<file path="src/rtl/phd_delay.sv">
// enabled delay line used to align operands between pipeline stages
// depends on nothing
`timescale 1ns / 1ps
module phd_delay #(
  parameter int WIDTH = 64,
  parameter int DEPTH = 1
) (
  input  logic             clk,
  input  logic             en,
  input  logic [WIDTH-1:0] din,
  output logic [WIDTH-1:0] dout
);

  logic [WIDTH-1:0] dl_r [DEPTH];

  // shift on every enabled cycle
  always_ff @(posedge clk) begin
    if (en) begin
      dl_r[0] <= din;
      for (int i = 1; i < DEPTH; i++) begin
        dl_r[i] <= dl_r[i-1];
      end
    end
  end

  assign dout = dl_r[DEPTH-1];

endmodule

</file>
<file path="config.mk">
export PLATFORM = sky130hd
export DESIGN_NAME = phd_delay
export DESIGN_NICKNAME = d
export VERILOG_FILES = /design/src/rtl/phd_delay.sv
export SDC_FILE = /design/constraint.sdc
export NUM_CORES = 1
export LEC_CHECK = 0
export ABC_AREA = 0
export BUFFER_PORTS_ARGS = -buffer_cell sky130_fd_sc_hd__buf_4
export CORE_UTILIZATION = 40
export CTS_CLUSTER_SIZE = 30
export DETAILED_ROUTE_END_ITERATION = 7
export HOLD_SLACK_MARGIN = 0.02
export PLACE_DENSITY = 0.87
export SYNTH_ARGS = -nofsm -noshare
export SYNTH_HDL_FRONTEND = slang
export SYNTH_SLANG_ARGS = --single-unit
</file>
<file path="constraint.sdc">
create_clock -name clk -period 0.8 [get_ports clk]
set_input_delay 0.16 -clock clk [delete_from_list [all_inputs] [get_ports clk]]
set_output_delay 0.16 -clock clk [all_outputs]
set_load 0.03 [all_outputs]
</file>
==> run summary, run 1 <==
RUN STATUS
--------------------------------------------------------------------------------------
Result of the run                                                         finished with violations
Failing checks                                                            design-rule violations, negative setup slack

FINISH
--------------------------------------------------------------------------------------
Storage element area                                                          1920 µm²
Max FFs per register                                                                64
Commonest cells after routing, fill and taps aside                        sky130_fd_sc_hd__buf_4, sky130_fd_sc_hd__edfxtp_1, sky130_fd_sc_hd__dlygate4sd3_1, sky130_fd_sc_hd__buf_6, sky130_fd_sc_hd__clkbuf_8
Design Area, Final                                                            4070 µm²
Share of final-layout standard cells stronger than drive strength 1              51.8%
Final #Nets                                                                        337
Largest registers                                                            dl_r (64)
# fillers                                                                          147
Share of the core filled with cells in the final layout                          91.1%
Relative area change from synthesis to final layout                               112%
Most common cell after layout, fill and taps aside                        sky130_fd_sc_hd__buf_4
Top register by number of flip-flops                                              dl_r
Multi-input gate area in the final layout                                        0 µm²
Multi-Input Combinational                                                            0
Number of diodes                                                                     0

TIMING
--------------------------------------------------------------------------------------
Worst Max-Slew Pin Slew                                                       0.141 ns
Share of the clock period used by the worst path after layout                     137%
Final number of max-transition violations                                            0
Sum of negative setup slack                                                  -15.12 ns
Slew margin rel.                                                                 90.6%
Number of setup violations in the final report                                      65
Worst setup slack after layout                                               -0.298 ns
Worst hold slack across all endpoints                                         0.282 ns
RSZ-0062 raised after global routing                                              true
Achievable Freq                                                                910 MHz
Hold violation count in the final report                                             0
Tmin final                                                                     1.10 ns

POWER
--------------------------------------------------------------------------------------
Fraction of power consumed by combinational cells                                20.3%
Static power due to leakage                                                    1.71 nW
Total power                                                                    8.44 mW
Cell Pwr Density                                                           2070 nW/µm²
Switching Fraction                                                               25.6%
Switching power                                                                2.16 mW
Clock power frac                                                                 30.6%
Worst ir drop on vdd                                                           1.70 mV
Pint                                                                           6.28 mW
Sequential Power Share                                                           49.0%

FLOORPLANNING
--------------------------------------------------------------------------------------
# IOs                                                                              130
Placeable core region                                                         4470 µm²
Die width                                                                      71.3 µm
Die outline area                                                              5090 µm²
Starting density of the core                                                     43.0%
Die height                                                                     71.3 µm
Row cnt                                                                             24

SETUP PATH
--------------------------------------------------------------------------------------
Worst EP required                                                              0.64 ns
Arrival @ worst endpoint                                                       0.94 ns
Startpoint type of the worst setup path                                           flop
Path length in cells of the critical path                                            1
Setup CP Type                                                                  reg2out
Cell family with most CP delay                                              flip-flops
CP cell instances                                                                buf_6
Peak per-stage delay on the critical path                                      0.44 ns
Endpoint kind of the worst setup timing path                                output pin
Worst-path cell with the longest stage delay                              sky130_fd_sc_hd__edfxtp_1
Buffering stage count on the worst path with inverters included                      1
Top fanout value on the critical path                                                1

CTS
--------------------------------------------------------------------------------------
Maximum clock path buffer count                                                      2
TritonCTS clock tree                                                              done
Clock Tree Root                                                           sky130_fd_sc_hd__clkbuf_8
CTS clk-pin slew, worst paths                                                  0.07 ns
Num Clock Sinks                                                                     64
Post-CTS setup buffer count                                                          0
H-tree depth                                                                         3
TritonCTS Buffers                                                                    9

LOGIC SYNTHESIS
--------------------------------------------------------------------------------------
Ys Warns                                                                             0
Gate Count Post-Synth                                                               64
Syn_nets                                                                           130
Summed instance area of the synthesized netlist                               1920 µm²
Flip-flop and latch count after synthesis                                           64
Portion of the post-synthesis area used by sequential elements                    100%
Average cell area after synthesis                                             30.0 µm²
Number of distinct standard cells referenced by the synthesized netlist              1

GLOBAL ROUTING
--------------------------------------------------------------------------------------
Vias in the first global route                                                    1717
Number of antenna violations at the first check in global routing                    0
Total global-route track usage                                                   26.7%
Leftover overflow at the end of global routing                                       0
Wire length of the first global-routing pass                                   9300 µm
Maximum number of pins on one net before global-route repair                        25

ROUTING
--------------------------------------------------------------------------------------
Final routed DRC violation total                                                     9
Number of detailed-route iterations in the first pass                                7
Routed wire per std cell                                                       19.4 µm
Residual antenna-violating net count after detailed routing                          0
Vias                                                                              1525
Average via count per standard cell                                               4.65
Count of routing violations after the opening detailed-route iteration             162
Final Routed Wirelength                                                        6380 µm

HOLD PATH
--------------------------------------------------------------------------------------
Type of the tightest min-delay check                                            in2reg
Number of cells on the worst hold path                                               2

PLACE
--------------------------------------------------------------------------------------
Total cell area at the placement stage                                        3020 µm²
Detail Placement HPWL                                                          3020 µm
RePlAce Congestion                                                               0.642
PortBufs                                                                           129

RUN
--------------------------------------------------------------------------------------
Max-cap violation count                                                              0

[per-layer routing]
metal  routed length, µm  part of all wire [%]  GRT usage (%)  vias up
met5                   0                     0              0        -
met4                 163                   2.6           13.8        0
met3                 526                   8.3           8.86       16
met2                3450                    54           47.6      109
met1                2230                    35           28.1      727
li1                    -                     -              -      673
[path summary, 6_finish.rpt]
kind	start	to	slack, ns
setup / recovery	dl_r[0][58]	dout[58]	-0.30
hold / removal	en	dl_r[0][21]	0.28
[power groups by stage]
stage | Combinational [mW] | Clock, mW | Sequential (mW)
2_1_floorplan | 0 | 0 | 4.67
3_3_place_gp | 1.25 | 0 | 4.12
3_5_place_dp | 1.27 | 0 | 4.13
4_1_cts | 1.68 | 2.54 | 4.12
5_1_grt | 1.77 | 2.75 | 4.15
6_report | 1.72 | 2.59 | 4.14
[per-stage QoR]
step	setup WS, ns	std cells
4_1_cts	-0.276	328
6_report	-0.298	328
3_5_place_dp	0.00683	248
2_1_floorplan	0.144	64
5_1_grt	-0.319	328
3_3_place_gp	0.0167	248
[final cells by class]
cell class / count / area share (%)
Clock buffer: 10 / 3.13
Timing Repair Buffer: 196 / 46.9
Sequential cell: 64 / 47.2
Clock inverter: 6 / 1.23
Tap cell: 52 / 1.60
[cell families (layout without fill, tap and decap cells)]
kind of cell	Yosys count	in the layout	share of synthesized area (%)
DFF	64	64	100
buffers and inverters	0	212	0
[cells in the mapped netlist]
| library cell | instances | area (µm²) |
|---|---|---|
| sky130_fd_sc_hd__edfxtp_1 | 64 | 1920 |
[repair_timing]
action	in CTS	in global routing
hold endpoints to repair	64	0
gates resized for setup	64	0
setup endpoints to repair	64	64
hold buffers	64	0
(Power assumes the default switching activity.)
==> run 2, diff against run 1 <==
--- a/config.mk
+++ b/config.mk
@@ -5,13 +5,13 @@
 export SDC_FILE = /design/constraint.sdc
 export NUM_CORES = 1
 export LEC_CHECK = 0
-export ABC_AREA = 0
+export ABC_AREA = 1
 export BUFFER_PORTS_ARGS = -buffer_cell sky130_fd_sc_hd__buf_4
 export CORE_UTILIZATION = 40
 export CTS_CLUSTER_SIZE = 30
 export DETAILED_ROUTE_END_ITERATION = 7
 export HOLD_SLACK_MARGIN = 0.02
-export PLACE_DENSITY = 0.87
+export PLACE_DENSITY = 0.77
 export SYNTH_ARGS = -nofsm -noshare
 export SYNTH_HDL_FRONTEND = slang
 export SYNTH_SLANG_ARGS = --single-unit
==> run summary, run 2 (synthesis gave the netlist of run 1 again) <==
RUN STATUS
-------------------------------------------------------------------------------------
Result of the run                                                        finished with violations
Failing checks                                                           design-rule violations, negative setup slack

HOLD PATH
-------------------------------------------------------------------------------------
Number of cells on the worst hold path                                              2
Type of the tightest min-delay check                                           in2reg
Endpoint of the worst hold path                                           dl_r[0][13]
Start point of the worst min-delay path                                            en

SETUP PATH
-------------------------------------------------------------------------------------
Peak per-stage delay on the critical path                                     0.43 ns
Setup CP Type                                                                 reg2out
Worst-path cell with the longest stage delay                             sky130_fd_sc_hd__edfxtp_1
Startpoint type of the worst setup path                                          flop
Top fanout value on the critical path                                               1
Cell family with most CP delay                                             flip-flops
CP cell instances                                                               buf_6
Endpoint kind of the worst setup timing path                               output pin
Buffering stage count on the worst path with inverters included                     1
Arrival @ worst endpoint                                                      0.91 ns
Worst EP required                                                             0.64 ns

TIMING
-------------------------------------------------------------------------------------
Hold violation count in the final report                                            0
Share of the clock period used by the worst path after layout                    134%
Worst setup slack after layout                                              -0.272 ns
Final number of max-transition violations                                           0
Tmin final                                                                    1.07 ns
Number of setup violations in the final report                                     64
Slew margin rel.                                                                89.3%
Achievable Freq                                                               933 MHz
Worst hold slack across all endpoints                                        0.258 ns
Worst Max-Slew Pin Slew                                                      0.161 ns
RSZ-0062 raised after global routing                                             true

FINISH
-------------------------------------------------------------------------------------
Max FFs per register                                                               64
Commonest cells after routing, fill and taps aside                       sky130_fd_sc_hd__buf_4, sky130_fd_sc_hd__edfxtp_1, sky130_fd_sc_hd__dlygate4sd3_1, sky130_fd_sc_hd__buf_6, sky130_fd_sc_hd__clkbuf_8
Design Area, Final                                                           4040 µm²
Count of non-filler cells in the finished layout                                  328
Largest registers                                                           dl_r (64)
Most common cell after layout, fill and taps aside                       sky130_fd_sc_hd__buf_4
Relative area change from synthesis to final layout                              110%
Multi-input gate area in the final layout                                       0 µm²
Share of the core filled with cells in the final layout                         90.2%
Share of final-layout standard cells stronger than drive strength 1             52.2%
Number of diodes                                                                    0
Multi-Input Combinational                                                           0
Final #Nets                                                                       337
# fillers                                                                         156
Top register by number of flip-flops                                             dl_r

ROUTING
-------------------------------------------------------------------------------------
Residual antenna-violating net count after detailed routing                         0
Final Routed Wirelength                                                       6130 µm
Final routed DRC violation total                                                   12
Number of detailed-route iterations in the first pass                               7
Routed wire per std cell                                                      18.7 µm
Average via count per standard cell                                              4.51
Count of routing violations after the opening detailed-route iteration            108
Vias                                                                             1478

FLOORPLANNING
-------------------------------------------------------------------------------------
Die width                                                                     71.3 µm
# IOs                                                                             130
Starting density of the core                                                    43.0%
Row cnt                                                                            24
Placeable core region                                                        4470 µm²
Die outline area                                                             5090 µm²
Die height                                                                    71.3 µm

POWER
-------------------------------------------------------------------------------------
Worst ir drop on vdd                                                          1.39 mV
Static power due to leakage                                                   1.70 nW
Cell Pwr Density                                                          2000 nW/µm²
Total power                                                                   8.07 mW

GLOBAL ROUTING
-------------------------------------------------------------------------------------
Wire length of the first global-routing pass                                  8820 µm
Vias in the first global route                                                   1695
Maximum number of pins on one net before global-route repair                       31
Number of antenna violations at the first check in global routing                   0
Total global-route track usage                                                  25.1%
Leftover overflow at the end of global routing                                      0

PLACE
-------------------------------------------------------------------------------------
RePlAce Congestion                                                              0.734
Total cell area at the placement stage                                       3000 µm²
PortBufs                                                                          129
Instance count after placement with tap cells included                            248

CTS
-------------------------------------------------------------------------------------
CTS clk-pin slew, worst paths                                                 0.07 ns
Num Clock Sinks                                                                    64
Clock Tree Root                                                          sky130_fd_sc_hd__clkbuf_8
Maximum clock path buffer count                                                     2
H-tree depth                                                                        3
TritonCTS clock tree                                                             done
TritonCTS Buffers                                                                   9

RUN
-------------------------------------------------------------------------------------
Max-cap violation count                                                             0

run 2: power by group:
| group | internal, mW | switching, mW | total, mW |
|---|---|---|---|
| Sequential | 3.99 | 0.143 | 4.14 |
| Combinational | 0.885 | 0.817 | 1.70 |
| Clock | 1.08 | 1.15 | 2.23 |
run 2: layer usage:
metal,wire length (µm),global-route usage [%],up-vias
met2,3390,47.6,94
met4,65,10.4,0
li1,-,-,676
met3,607,8.44,6
met1,2070,24.7,702
met5,0,0,-
run 2: how the worst max path moves through the flow:
stage | startpoint | to | depth (start not counted)
3_3_place_gp | en | dl_r[0][27] | 2
6_report | dl_r[0][16] | dout[16] | 1
3_5_place_dp | en | dl_r[0][27] | 2
5_1_grt | dl_r[0][13] | dout[13] | 1
2_1_floorplan | dl_r[0][0] | dout[0] | 0
4_1_cts | dl_r[0][31] | dout[31] | 1
run 2: layout make-up:
cell class | count | area, µm² | share of cell area [%]
sequential | 64 | 1920 | 47.6
clock buffer | 10 | 128 | 3.16
timing repair buffer | 196 | 1900 | 47.0
tap | 52 | 65.1 | 1.61
clock inverter | 6 | 26.3 | 0.651
run 2: timing repair:
item                                    4_1_cts  5_1_grt
buffers inserted                              0        0
gates resized for setup                      64        0
endpoints found under the hold margin        64        0
hold buffers                                 64        0
endpoints found under the setup margin       64       64
run 2: through the flow:
step	worst slack, ns	TNS [ns]
5_1_grt	-0.297	-16.69
3_3_place_gp	0.0175	0
3_5_place_dp	-0.000732	-0.00482
6_report	-0.272	-14.58
2_1_floorplan	0.144	0
4_1_cts	-0.267	-14.85
==> run 3, diff against run 2 <==
--- a/config.mk
+++ b/config.mk
@@ -5,10 +5,8 @@
 export SDC_FILE = /design/constraint.sdc
 export NUM_CORES = 1
 export LEC_CHECK = 0
-export ABC_AREA = 1
 export BUFFER_PORTS_ARGS = -buffer_cell sky130_fd_sc_hd__buf_4
 export CORE_UTILIZATION = 40
-export CTS_CLUSTER_SIZE = 30
 export DETAILED_ROUTE_END_ITERATION = 7
 export HOLD_SLACK_MARGIN = 0.02
 export PLACE_DENSITY = 0.77
==> constraint.sdc (replaced) <==
create_clock -name clk -period 0.8 [get_ports clk]
set_input_delay 0.2 -clock clk [delete_from_list [all_inputs] [get_ports clk]]
set_output_delay 0.2 -clock clk [all_outputs]
set_load 0.03 [all_outputs]
==> run summary, run 3 (synthesis gave the netlist of run 1 again) <==
TIMING
-------------------------------------------------------------------------------------
Sum of negative setup slack                                                 -16.44 ns
Worst Max-Slew Pin Slew                                                      0.160 ns
Share of the clock period used by the worst path after layout                    138%
Worst setup slack after layout                                              -0.301 ns
Final number of max-transition violations                                           0
Number of setup violations in the final report                                     64
RSZ-0062 raised after global routing                                             true
Slew margin rel.                                                                89.3%
Achievable Freq                                                               908 MHz
Tmin final                                                                    1.10 ns
Hold violation count in the final report                                            0

SETUP PATH
-------------------------------------------------------------------------------------
Arrival @ worst endpoint                                                      0.90 ns
Worst-path cell with the longest stage delay                             sky130_fd_sc_hd__edfxtp_1
Worst EP required                                                             0.60 ns
Endpoint kind of the worst setup timing path                               output pin
Setup CP Type                                                                 reg2out
Worst Setup SP                                                            dl_r[0][21]
CP cell instances                                                               buf_6
Cell family with most CP delay                                             flip-flops
Startpoint type of the worst setup path                                          flop
Buffering stage count on the worst path with inverters included                     1
Path length in cells of the critical path                                           1
Top fanout value on the critical path                                               1
Peak per-stage delay on the critical path                                     0.42 ns

POWER
-------------------------------------------------------------------------------------
Pint                                                                          5.73 mW
Fraction of power consumed by combinational cells                               18.5%
Switching Fraction                                                              25.5%
Static power due to leakage                                                   1.43 nW
Clock power frac                                                                27.9%
Worst ir drop on vdd                                                          1.37 mV
Switching power                                                               1.96 mW
Cell Pwr Density                                                          2270 nW/µm²
Sequential Power Share                                                          53.6%

PLACE
-------------------------------------------------------------------------------------
RePlAce Congestion                                                              0.735
Total cell area at the placement stage                                       3000 µm²
PortBufs                                                                          129

CTS
-------------------------------------------------------------------------------------
Num Clock Sinks                                                                    64
Hold buffers post-CTS                                                               0
TritonCTS Buffers                                                                   9
CTS clk-pin slew, worst paths                                                 0.06 ns
Clock Tree Root                                                          sky130_fd_sc_hd__clkbuf_8
H-tree depth                                                                        3
TritonCTS clock tree                                                             done
Maximum clock path buffer count                                                     2

GLOBAL ROUTING
-------------------------------------------------------------------------------------
Vias in the first global route                                                   1320
Wire length of the first global-routing pass                                  6820 µm
Leftover overflow at the end of global routing                                      0
Maximum number of pins on one net before global-route repair                       31
Total global-route track usage                                                  19.2%
Number of antenna violations at the first check in global routing                   0

FINISH
-------------------------------------------------------------------------------------
# fillers                                                                         265
Share of the core filled with cells in the final layout                         75.9%
Design Area, Final                                                           3400 µm²
Most common cell after layout, fill and taps aside                       sky130_fd_sc_hd__buf_4
Commonest cells after routing, fill and taps aside                       sky130_fd_sc_hd__buf_4, sky130_fd_sc_hd__edfxtp_1, sky130_fd_sc_hd__buf_6, sky130_fd_sc_hd__clkbuf_8, sky130_fd_sc_hd__clkinv_1
Storage element area                                                         1920 µm²
Relative area change from synthesis to final layout                             76.7%
Largest registers                                                           dl_r (64)
Top register by number of flip-flops                                             dl_r
Number of diodes                                                                    0
Final #Nets                                                                       273
Max FFs per register                                                               64
Multi-Input Combinational                                                           0
Multi-input gate area in the final layout                                       0 µm²
Share of final-layout standard cells stronger than drive strength 1             67.5%

ROUTING
-------------------------------------------------------------------------------------
Residual antenna-violating net count after detailed routing                         0
Final Routed Wirelength                                                       4740 µm
Average via count per standard cell                                              4.58
Vias                                                                             1210
Final routed DRC violation total                                                   12
Number of detailed-route iterations in the first pass                               6
Routed wire per std cell                                                      17.9 µm
Count of routing violations after the opening detailed-route iteration             85

FLOORPLANNING
-------------------------------------------------------------------------------------
Die height                                                                    71.3 µm
Starting density of the core                                                    43.0%
Placeable core region                                                        4470 µm²
Row cnt                                                                            24
Die width                                                                     71.3 µm
# IOs                                                                             130
Die outline area                                                             5090 µm²

RUN STATUS
-------------------------------------------------------------------------------------
Failing checks                                                           design-rule violations, negative setup slack
Result of the run                                                        finished with violations

HOLD PATH
-------------------------------------------------------------------------------------
Type of the tightest min-delay check                                           in2reg
Number of cells on the worst hold path                                              1
Start point of the worst min-delay path                                       din[13]

RUN
-------------------------------------------------------------------------------------
Max-cap violation count                                                             0

[run 3: cell types whose count changed in the layout (fill, tap and decap cells not counted), sizes merged]
cell and delta:
dlygate4sd3 -64, clkbuf -1, clkinv +1
[run 3: power groups by stage]
stage                     registers (mW)  logic [mW]  clock network [mW]
after floorplan                     4.67           0                   0
after global placement              4.12        1.25                   0
after detailed placement            4.13        1.27                   0
after CTS                           4.12        1.43                2.23
after global routing                4.15        1.46                2.35
final                               4.12        1.42                2.15
[run 3: cell type report]
class	count	area share, %
well taps	52	1.92
repair buffers	132	37.0
clock buffers	9	3.65
clock inverters	7	0.847
flip-flops and latches	64	56.6
[run 3: routing by layer]
| metal | share of wire (%) | wire length (µm) | track usage, % | vias to the layer above |
|---|---|---|---|---|
| met1 | 33 | 1570 | 20.2 | 573 |
| met4 | 0.93 | 44 | 8.00 | 0 |
| li1 | - | - | - | 547 |
| met3 | 11 | 531 | 7.17 | 5 |
| met2 | 55 | 2600 | 34.7 | 85 |
| met5 | 0 | 0 | 0 | - |
[run 3: repair_timing]
item                                    CTS  global route
gates resized for setup                  64             0
endpoints found under the setup margin   64            64
setup buffers                             0             0
hold endpoints to repair                  0             0
[run 3: worst paths after layout]
path	end
max	dout[21]
min	dl_r[0][13]
[run 3: through the flow]
step	std cells	setup WS, ns	hold slack (ns)	total power, mW
after floorplan	64	0.104	0.299	4.67
final	264	-0.301	0.0561	7.69
after CTS	264	-0.317	0.0343	7.77
after global routing	264	-0.324	0.0336	7.96
after global placement	248	-0.0225	0.378	5.37
after detailed placement	248	-0.0345	0.379	5.40
